===== src/hdl/evsa_pkg.sv =====
// Package: shared types, codes and constants for the eased viewport scroll animator.
package evsa_pkg;

  localparam int unsigned TileWDef    = 24;
  localparam int unsigned TileHDef    = 24;
  localparam int unsigned FracBitsDef = 16;
  localparam int unsigned CfgIdxW     = 1;
  localparam int unsigned CfgDataW    = 12;
  localparam logic [11:0] ViewWReset  = 12'd640;
  localparam logic [11:0] ViewHReset  = 12'd400;
  localparam logic [CfgIdxW-1:0] CfgViewW = 1'd0;
  localparam logic [CfgIdxW-1:0] CfgViewH = 1'd1;

  typedef enum logic [2:0] {
    OP_SCROLL_TO   = 3'd0,
    OP_CENTER_ON   = 3'd1,
    OP_CENTER_CELL = 3'd2,
    OP_JUMP_CELL   = 3'd3,
    OP_CANCEL      = 3'd4,
    OP_TICK        = 3'd5
  } opcode_e;

  typedef enum logic [1:0] {
    EASE_INSTANT = 2'd0,
    EASE_LINEAR  = 2'd1,
    EASE_QUAD    = 2'd2,
    EASE_SMOOTH  = 2'd3
  } ease_e;

  typedef struct packed {
    logic [2:0]         opcode;
    logic signed [15:0] coord_x;
    logic signed [15:0] coord_y;
    logic [1:0]         ease_mode;
    logic [15:0]        frame_count;
  } in_item_t;

  typedef struct packed {
    logic signed [15:0] view_x;
    logic signed [15:0] view_y;
    logic               busy_res;
  } out_item_t;

  typedef enum logic [3:0] {
    ST_IDLE, ST_DECODE, ST_DIV, ST_EASE1, ST_EASE2, ST_EASE3,
    ST_MUL, ST_APPLY, ST_OUT
  } state_e;

  // controller -> datapath
  typedef struct packed {
    logic load;      // capture the input item
    logic decode;    // run command decode / latch target
    logic div_start;
    logic ease1;
    logic ease2;
    logic ease3;
    logic mul;
    logic apply;
  } ctl_t;

  // datapath -> controller
  typedef struct packed {
    logic need_tick;  // item is a tick of a running animation
    logic div_done;
  } sts_t;

  function automatic logic signed [15:0] sat16(input logic signed [31:0] v);
    if (v > 32'sd32767) return 16'sh7fff;
    if (v < -32'sd32768) return 16'sh8000;
    return v[15:0];
  endfunction

endpackage


===== src/hdl/evsa_ctrl.sv =====
// Controller: sequences decode, the progress divide, easing and interpolation.
module evsa_ctrl (
  input  logic            clk_i,
  input  logic            rst_ni,
  input  logic            in_valid_i,
  output logic            in_ready_o,
  output logic            out_valid_o,
  input  logic            out_ready_i,
  input  evsa_pkg::sts_t  sts_i,
  output evsa_pkg::ctl_t  ctl_o
);
  import evsa_pkg::*;

  state_e state_q, state_d;

  always_ff @(posedge clk_i or negedge rst_ni) begin
    if (!rst_ni) begin
      state_q <= ST_IDLE;
    end else begin
      state_q <= state_d;
    end
  end

  always_comb begin
    state_d     = state_q;
    ctl_o       = '0;
    in_ready_o  = 1'b0;
    out_valid_o = 1'b0;
    unique case (state_q)
      ST_IDLE: begin
        in_ready_o = 1'b1;
        if (in_valid_i) begin
          ctl_o.load = 1'b1;
          state_d    = ST_DECODE;
        end
      end
      ST_DECODE: begin
        ctl_o.decode = 1'b1;
        if (sts_i.need_tick) begin
          ctl_o.div_start = 1'b1;
          state_d         = ST_DIV;
        end else begin
          state_d = ST_OUT;
        end
      end
      ST_DIV:   if (sts_i.div_done) state_d = ST_EASE1;
      ST_EASE1: begin ctl_o.ease1 = 1'b1; state_d = ST_EASE2; end
      ST_EASE2: begin ctl_o.ease2 = 1'b1; state_d = ST_EASE3; end
      ST_EASE3: begin ctl_o.ease3 = 1'b1; state_d = ST_MUL; end
      ST_MUL:   begin ctl_o.mul = 1'b1; state_d = ST_APPLY; end
      ST_APPLY: begin ctl_o.apply = 1'b1; state_d = ST_OUT; end
      ST_OUT: begin
        out_valid_o = 1'b1;
        if (out_ready_i) state_d = ST_IDLE;
      end
      default: state_d = ST_IDLE;
    endcase
  end

  a_div_wait: assert property (@(posedge clk_i) disable iff (!rst_ni)
    (state_q == ST_DIV && !sts_i.div_done) |=> state_q == ST_DIV)
    else $error("left divide early");
  a_out_hold: assert property (@(posedge clk_i) disable iff (!rst_ni)
    (out_valid_o && !out_ready_i) |=> out_valid_o)
    else $error("result dropped");
  a_excl: assert property (@(posedge clk_i) disable iff (!rst_ni)
    !(in_ready_o && out_valid_o))
    else $error("input and output overlap");
endmodule


===== src/hdl/evsa_dp.sv =====
// Datapath: command decode, restoring divider, ease curve and interpolation.
module evsa_dp #(
  parameter int unsigned TileW    = evsa_pkg::TileWDef,
  parameter int unsigned TileH    = evsa_pkg::TileHDef,
  parameter int unsigned FracBits = evsa_pkg::FracBitsDef
) (
  input  logic                           clk_i,
  input  logic                           rst_ni,
  input  evsa_pkg::in_item_t             item_i,
  input  logic                           cfg_we_i,
  input  logic [evsa_pkg::CfgIdxW-1:0]   cfg_idx_i,
  input  logic [evsa_pkg::CfgDataW-1:0]  cfg_data_i,
  input  evsa_pkg::ctl_t                 ctl_i,
  output evsa_pkg::sts_t                 sts_o,
  output evsa_pkg::out_item_t            res_o
);
  import evsa_pkg::*;

  localparam int unsigned EW   = FracBits + 1;         // Q1.F width
  localparam int unsigned QW   = 16 + FracBits;        // quotient bits
  localparam int unsigned CntW = $clog2(QW + 1);
  localparam logic [EW-1:0] One = EW'(1) << FracBits;

  logic [11:0] vw_q, vh_q;
  in_item_t    it_q;
  logic signed [15:0] cur_x_q, cur_y_q, org_x_q, org_y_q, goal_x_q, goal_y_q;
  logic [1:0]  curve_q;
  logic [15:0] span_q, elap_q;
  logic        run_q;

  // config
  always_ff @(posedge clk_i or negedge rst_ni) begin
    if (!rst_ni) begin
      vw_q <= ViewWReset;
      vh_q <= ViewHReset;
    end else if (cfg_we_i) begin
      if (cfg_idx_i == CfgViewW) vw_q <= cfg_data_i;
      if (cfg_idx_i == CfgViewH) vh_q <= cfg_data_i;
    end
  end

  always_ff @(posedge clk_i) begin
    if (ctl_i.load) it_q <= item_i;
  end

  // targets
  logic signed [31:0] cx, cy, hw, hh, tx, ty, jx, jy;
  logic starts, instant;
  always_comb begin
    cx = 32'(it_q.coord_x);
    cy = 32'(it_q.coord_y);
    hw = {21'd0, vw_q[11:1]};
    hh = {21'd0, vh_q[11:1]};
    jx = cx * $signed(32'(TileW));
    jy = cy * $signed(32'(TileH));
    starts = 1'b0;
    case (opcode_e'(it_q.opcode))
      OP_SCROLL_TO: begin tx = cx; ty = cy; starts = 1'b1; end
      OP_CENTER_ON: begin tx = cx - hw; ty = cy - hh; starts = 1'b1; end
      OP_CENTER_CELL: begin
        tx = jx + 32'(TileW / 2) - hw;
        ty = jy + 32'(TileH / 2) - hh;
        starts = 1'b1;
      end
      default: begin tx = cx; ty = cy; end
    endcase
    instant = (it_q.ease_mode == EASE_INSTANT) || (it_q.frame_count == 16'd0);
  end

  logic [15:0] elap_inc;
  assign elap_inc = elap_q + 16'd1;
  assign sts_o.need_tick = (opcode_e'(it_q.opcode) == OP_TICK) && run_q;

  // divider: elapsed<<F / span, restoring, one bit per cycle
  logic [QW-1:0] dq_q;
  logic [16:0]   rem_q;
  logic [CntW-1:0] cnt_q;
  logic          dbusy_q, at_end_q;
  logic [16:0]   rsh;
  logic          dge;
  assign rsh = {rem_q[15:0], dq_q[QW-1]};
  assign dge = rsh >= {1'b0, span_q};
  assign sts_o.div_done = dbusy_q && (cnt_q == '0);

  always_ff @(posedge clk_i or negedge rst_ni) begin
    if (!rst_ni) begin
      dbusy_q <= 1'b0;
      cnt_q   <= '0;
    end else if (ctl_i.div_start) begin
      dbusy_q <= 1'b1;
      cnt_q   <= CntW'(QW);
    end else if (dbusy_q) begin
      if (cnt_q == '0) dbusy_q <= 1'b0;
      else cnt_q <= cnt_q - 1'b1;
    end
  end

  always_ff @(posedge clk_i) begin
    if (ctl_i.div_start) begin
      dq_q     <= {elap_inc, {FracBits{1'b0}}};
      rem_q    <= '0;
      at_end_q <= (span_q == 16'd0) || (elap_inc >= span_q);
    end else if (dbusy_q && cnt_q != '0) begin
      rem_q <= dge ? rsh - {1'b0, span_q} : rsh;
      dq_q  <= {dq_q[QW-2:0], dge};
    end
  end

  // easing: three registered steps
  logic [EW-1:0] t_q, u_q, e_q;
  logic [2*EW-1:0] sq_q;
  logic [2*EW-1:0] uu;
  logic [EW:0]   k;
  logic [2*EW+1:0] prod;
  assign uu   = (2*EW)'(u_q) * (2*EW)'(u_q);
  assign k    = (EW+1)'(3) * (EW+1)'(One) - {t_q, 1'b0};
  assign prod = (2*EW+2)'(sq_q[EW-1+FracBits:FracBits]) * (2*EW+2)'(k);

  always_ff @(posedge clk_i) begin
    if (ctl_i.ease1) begin
      t_q <= (at_end_q || dq_q > QW'(One)) ? One : dq_q[EW-1:0];
    end
    if (ctl_i.ease2) begin
      u_q  <= One - t_q;
      sq_q <= t_q * t_q;
    end
    if (ctl_i.ease3) begin
      case (ease_e'(curve_q))
        EASE_LINEAR: e_q <= t_q;
        EASE_QUAD: e_q <= One - EW'(uu >> FracBits);
        EASE_SMOOTH: e_q <= EW'(prod >> FracBits);
        default: e_q <= One;
      endcase
    end
  end

  // interpolation
  logic signed [16:0] dx, dy;
  logic [16:0] mx, my;
  logic [17+EW-1:0] px_q, py_q;
  assign dx = 17'(goal_x_q) - 17'(org_x_q);
  assign dy = 17'(goal_y_q) - 17'(org_y_q);
  assign mx = dx[16] ? 17'(-dx) : 17'(dx);
  assign my = dy[16] ? 17'(-dy) : 17'(dy);
  always_ff @(posedge clk_i) begin
    if (ctl_i.mul) begin
      px_q <= (17+EW)'(mx) * (17+EW)'(e_q);
      py_q <= (17+EW)'(my) * (17+EW)'(e_q);
    end
  end
  logic signed [31:0] stx, sty, nx, ny;
  assign stx = 32'(px_q >> FracBits);
  assign sty = 32'(py_q >> FracBits);
  assign nx  = 32'(org_x_q) + (dx[16] ? -stx : stx);
  assign ny  = 32'(org_y_q) + (dy[16] ? -sty : sty);

  always_ff @(posedge clk_i or negedge rst_ni) begin
    if (!rst_ni) begin
      cur_x_q <= '0; cur_y_q <= '0; org_x_q <= '0; org_y_q <= '0;
      goal_x_q <= '0; goal_y_q <= '0; curve_q <= '0;
      span_q <= '0; elap_q <= '0; run_q <= 1'b0;
    end else if (ctl_i.decode) begin
      if (starts) begin
        if (instant) begin
          run_q <= 1'b0;
          cur_x_q <= sat16(tx); cur_y_q <= sat16(ty);
        end else begin
          org_x_q <= cur_x_q; org_y_q <= cur_y_q;
          goal_x_q <= sat16(tx); goal_y_q <= sat16(ty);
          curve_q <= it_q.ease_mode; span_q <= it_q.frame_count;
          elap_q <= '0; run_q <= 1'b1;
        end
      end else if (opcode_e'(it_q.opcode) == OP_JUMP_CELL) begin
        run_q <= 1'b0;
        cur_x_q <= sat16(jx); cur_y_q <= sat16(jy);
      end else if (opcode_e'(it_q.opcode) == OP_CANCEL) begin
        run_q <= 1'b0;
      end else if (sts_o.need_tick) begin
        elap_q <= elap_inc;
      end
    end else if (ctl_i.ease1) begin
      if (at_end_q) run_q <= 1'b0;
    end else if (ctl_i.apply) begin
      cur_x_q <= sat16(nx); cur_y_q <= sat16(ny);
    end
  end

  assign res_o.view_x   = cur_x_q;
  assign res_o.view_y   = cur_y_q;
  assign res_o.busy_res = run_q;

  a_t_cap: assert property (@(posedge clk_i) disable iff (!rst_ni)
    ctl_i.ease2 |-> t_q <= One)
    else $error("progress above one");
  a_end_stop: assert property (@(posedge clk_i) disable iff (!rst_ni)
    (ctl_i.ease1 && at_end_q) |=> !run_q)
    else $error("animation did not end");
  a_busy_idle: assert property (@(posedge clk_i) disable iff (!rst_ni)
    ctl_i.div_start |-> run_q)
    else $error("tick while idle");
endmodule


===== src/hdl/eased_viewport_scroll_animator.sv =====
// Top level: eased viewport scroll animator.
// Usage:
//  - One input channel (in_valid_i/in_ready_o, payload in_item_i) carries
//    commands: scroll to, center on, center on cell, jump to cell, cancel
//    and frame tick. Every item yields exactly one result item on the
//    output channel (out_valid_o/out_ready_i, payload out_item_o): the
//    position after the command and the busy flag.
//  - One item is processed at a time. A non-tick command passes through
//    accept, decode and the result state. A tick of a running animation
//    passes through accept, decode, the bit-serial progress divide
//    (16 + FracBits quotient steps plus a done state), three ease steps,
//    one multiply, one apply and the result state.
//  - in_ready_o is high only when the block is idle; a stalled result
//    holds the block and its payload until out_ready_i.
//  - Configuration (cfg_we_i, cfg_idx_i, cfg_data_i) writes view width
//    (index 0) and height (index 1); used for centering.
//  - Reset (rst_ni, async low) zeroes position and animation state and
//    loads width 640 and height 400. No clearing pass.
module eased_viewport_scroll_animator #(
  parameter int unsigned TileW    = evsa_pkg::TileWDef,
  parameter int unsigned TileH    = evsa_pkg::TileHDef,
  parameter int unsigned FracBits = evsa_pkg::FracBitsDef
) (
  input  logic                          clk_i,
  input  logic                          rst_ni,
  input  logic                          in_valid_i,
  output logic                          in_ready_o,
  input  evsa_pkg::in_item_t            in_item_i,
  output logic                          out_valid_o,
  input  logic                          out_ready_i,
  output evsa_pkg::out_item_t           out_item_o,
  input  logic                          cfg_we_i,
  input  logic [evsa_pkg::CfgIdxW-1:0]  cfg_idx_i,
  input  logic [evsa_pkg::CfgDataW-1:0] cfg_data_i
);
  import evsa_pkg::*;

  ctl_t ctl;
  sts_t sts;

  evsa_ctrl u_ctrl (
    .clk_i, .rst_ni, .in_valid_i, .in_ready_o, .out_valid_o, .out_ready_i,
    .sts_i(sts), .ctl_o(ctl)
  );

  evsa_dp #(.TileW(TileW), .TileH(TileH), .FracBits(FracBits)) u_dp (
    .clk_i, .rst_ni, .item_i(in_item_i), .cfg_we_i, .cfg_idx_i, .cfg_data_i,
    .ctl_i(ctl), .sts_o(sts), .res_o(out_item_o)
  );
endmodule


===== config.mk =====
export PLATFORM = sky130hd
export DESIGN_NAME = eased_viewport_scroll_animator
export DESIGN_NICKNAME = d
export VERILOG_FILES = /design/src/hdl/evsa_pkg.sv /design/src/hdl/evsa_ctrl.sv /design/src/hdl/evsa_dp.sv /design/src/hdl/eased_viewport_scroll_animator.sv
export SDC_FILE = /design/constraint.sdc
export NUM_CORES = 2
export LEC_CHECK = 0
export CAP_MARGIN = 25
export CORE_ASPECT_RATIO = 0.75
export CORE_UTILIZATION = 52
export CTS_BUF_LIST = sky130_fd_sc_hd__clkbuf_8
export CTS_CLUSTER_SIZE = 30
export DETAILED_ROUTE_END_ITERATION = 8
export DONT_BUFFER_PORTS = 1
export GPL_TIMING_DRIVEN = 0
export PLACE_DENSITY = 0.77
export SKIP_CTS_REPAIR_TIMING = 1
export SYNTH_ARGS = -nofsm -noshare
export SYNTH_HDL_FRONTEND = slang
export SYNTH_SLANG_ARGS = --single-unit

===== constraint.sdc =====
create_clock -name clk_i -period 12.13 [get_ports clk_i]
set_input_delay 3.639 -clock clk_i [delete_from_list [all_inputs] [get_ports clk_i]]
set_output_delay 3.639 -clock clk_i [all_outputs]
set_load 0.03 [all_outputs]

==> impl_results.md <==
- Initial Utilization: 52.46%
- Avg Synthesized Cell Area: 8.907 sq um
- Area of the core: roughly 140000 sq um
- Critical path required time: 12610 ps
- R2R Setup Slk: between 400 and 500 ps
- Top cell type's share of synthesized area: 29.67%
- Layout cells sized above 1: around 3.5%
- Slew HR: 17.34%
- CP peak stage delay: 630 ps
- Placed cell count: 9798
- Initial antenna violation count: 6
- CP dominant cell by count: fa_1
- H-tree levels: 3
- Total CTS buffers: 68
- Slew Viols, Final: 0
- Final Cycle Share: a little over nine tenths
- Die Span X: ~430 um
- Clk root buf: clkbuf_8
- Clock Sinks: 370
- Crit start category: register
- Vias in the first global route: 58170
- Max Clock Freq: 0.08574 GHz
- EDFF count, synth: around 170
- Setup-failing EPs final: 0
- Post-synthesis register bit count: 370
- Crit Path Category: register to register
- Mapped Cells: 7993
- Die extent in y: 322.4 um
- Gpl congestion: 0.9794
- Final WL: roughly 200 mm
- Min Clock Period, post-route: 11660 ps
- Synth Flop Type: edfxtp_1
- Clock latency on the worst-skew pair: roughly 730 ps
- Area Overhead vs Synth: 5.714%
- Status: finished, final reports clean
- Crit path max-delay cell type: clkbuf_1
- Setup Skew: 55.76 ps
- RSZ-0062 raised after global routing: false
- Mapped Area: 71190 sq um
- Worst hold path class: register to register
- HPWL after DPL: 165.7 mm
- Detailed-route via count: 57030
- Top Ports: between 100 and 150
- DIE AREA: 138400 sq um
- Syn_nets: 9933
- Distinct cells, synth: 90
- First-pass GRT wire length: 318.1 mm
- Slew @ Worst Pin: about 1200 ps
- Num rows: 117
- Cell taking the most area after synthesis: fa_1
- Vias/cell: 5.739
- Largest net degree at the start of global routing: 165
- Drt drc: 0
- YS warnings: 0
- Clk slew on worst S/H paths: 70 ps
- Crit end category: register
- 1st-iter DRT viols: slightly above 5000
- Synth area leaders: fa_1 30%, ha_1 14%, inv_1 8.1%
- Crit path DAT: around 12000 ps
- Post-route ant nets: 0
- Setup TNS: 0 ps
- Routed wire per std cell: 20.07 um
- Final Instance Count excl. Fillers: 9937
- GR Overflow Total: 0
- Filler cells: 12000
- Post-synthesis sequential area ratio: between 10% and 20%
- MaxCap Viol Count: 0
- GRT Resource Usage Total: 29.11%
- Port Buffers: 0
- CP Max Fanout: 10
- Reg area: ~10000 sq um
- Clock Tree Buf Depth: 3
- CTS tree: done
- Multi-input gate area: about 54000 sq um
- Final #Nets: ~10000
- Pre-Repair DR Iteration Count: 6
- Final Hold Viols: 0
- Post-synth ARST share: 44.32%
-- area by class of cell --
type                       instances  area share (%)
inverter                        1531           7.636
timing repair buffer              32          0.3824
buffer                           298           1.520
tap                             1785           2.968
clock inverter                    45          0.4722
antenna                            2        0.006650
multi-input combinational       5794           72.30
clock buffer                      80           1.463
sequential                       370           13.26
-- stage by stage --
step | utilization [%] | hold WS, ps | worst slack (ps) | area (sq um)
final | 55.46 | 479.5 | 466.9 | 75260
after global routing | 55.46 | 506.9 | 30.18 | 75260
after CTS | 55.35 | 480.7 | 116.7 | 75110
after detailed placement | 54.27 | 472.6 | 105.4 | 73650
after global placement | 54.11 | 456.6 | 161.7 | 73430
after floorplan | - | 446.4 | 2528 | 71190
-- worst max-delay path, delay by kind of cell, from the launching register on --
kind | cells | cell delay [ps]
AOI/OAI and AO/OA | 17 | 4910
adders and majority gates | 9 | 3700
buffers and inverters | 7 | 1380
xor gates and xnor gates | 2 | 660
DFF | 1 | 430
and+or+nand+nor | 2 | 340
-- synthesized netlist by cell type (all sizes together), types with 85 or more instances --
master and count:
nand3 86, nor2 346, a21o 113, o21ai 277, clkbuf 272, mux2 85
and2 514, nand2 927, inv 1528, xor2 97, xnor2 257, ha 814
fa 1055, a21oi 287, dfrtp 159, edfxtp 174
-- layout by cell type (no fill, tap or decap), types with 80 or more instances in the layout --
cell,count
edfxtp_1,174
clkbuf_1,271
nand3_1,86
xor2_1,94
mux2_2,85
dfrtp_1,159
o21ai_0,267
clkbuf_8,80
nor2_1,344
a21oi_1,287
and2_1,511
xnor2_1,254
ha_1,814
inv_1,1548
nand2_1,927
a21o_1,113
fa_1,1055
-- logic make-up (layout without fill, tap and decap cells) --
| family | count (synthesis) | count (layout) | share of synthesized area, % |
|---|---|---|---|
| compound gates | 1193 | 1193 | 10.95 |
| xor+xnor | 355 | 355 | 4.387 |
| fa+ha+maj | 1869 | 1869 | 43.97 |
| buf+inv | 1829 | 1986 | 9.677 |
| flops | 370 | 370 | 14.01 |
| mux | 102 | 102 | 1.584 |
| other cells | 0 | 2 | 0 |
| simple gates | 2275 | 2275 | 15.42 |
-- path summary, 6_finish.rpt --
kind	startpoint	endpoint	cells past startpoint
hold reg to reg	u_dp.dq_q[12]	u_dp.dq_q[13]	2
setup reg to reg	u_dp.goal_x_q[0]	u_dp.px_q[33]	37
min in group asynchronous	rst_ni	u_dp.vh_q[5]	0
setup / recovery	u_dp.goal_x_q[0]	u_dp.px_q[33]	37
max in group asynchronous	rst_ni	u_dp.run_q	0
hold / removal	u_dp.dq_q[12]	u_dp.dq_q[13]	2
-- sequential cells by signal, summed over array words and instances (netlist names), 17 cells and up --
name       count
u_dp.dq_q     32
u_dp.it_q     21
u_dp.px_q     18
u_dp.py_q     18
u_dp.sq_q     18
u_dp.e_q      17
u_dp.t_q      17
-- layer usage --
| layer | GRT usage, % | routed length, um | up-vias |
|---|---|---|---|
| met5 | 0.1366 | 61 | - |
| met1 | 41.69 | 87320 | 28220 |
| met2 | 43.98 | 85020 | 2595 |
| met4 | 7.256 | 5258 | 10 |
| li1 | - | - | 25840 |
| met3 | 7.353 | 21730 | 361 |
Power is not shown: default switching activity piles up to over one toggle a cycle in this logic, so the estimate is an artifact.
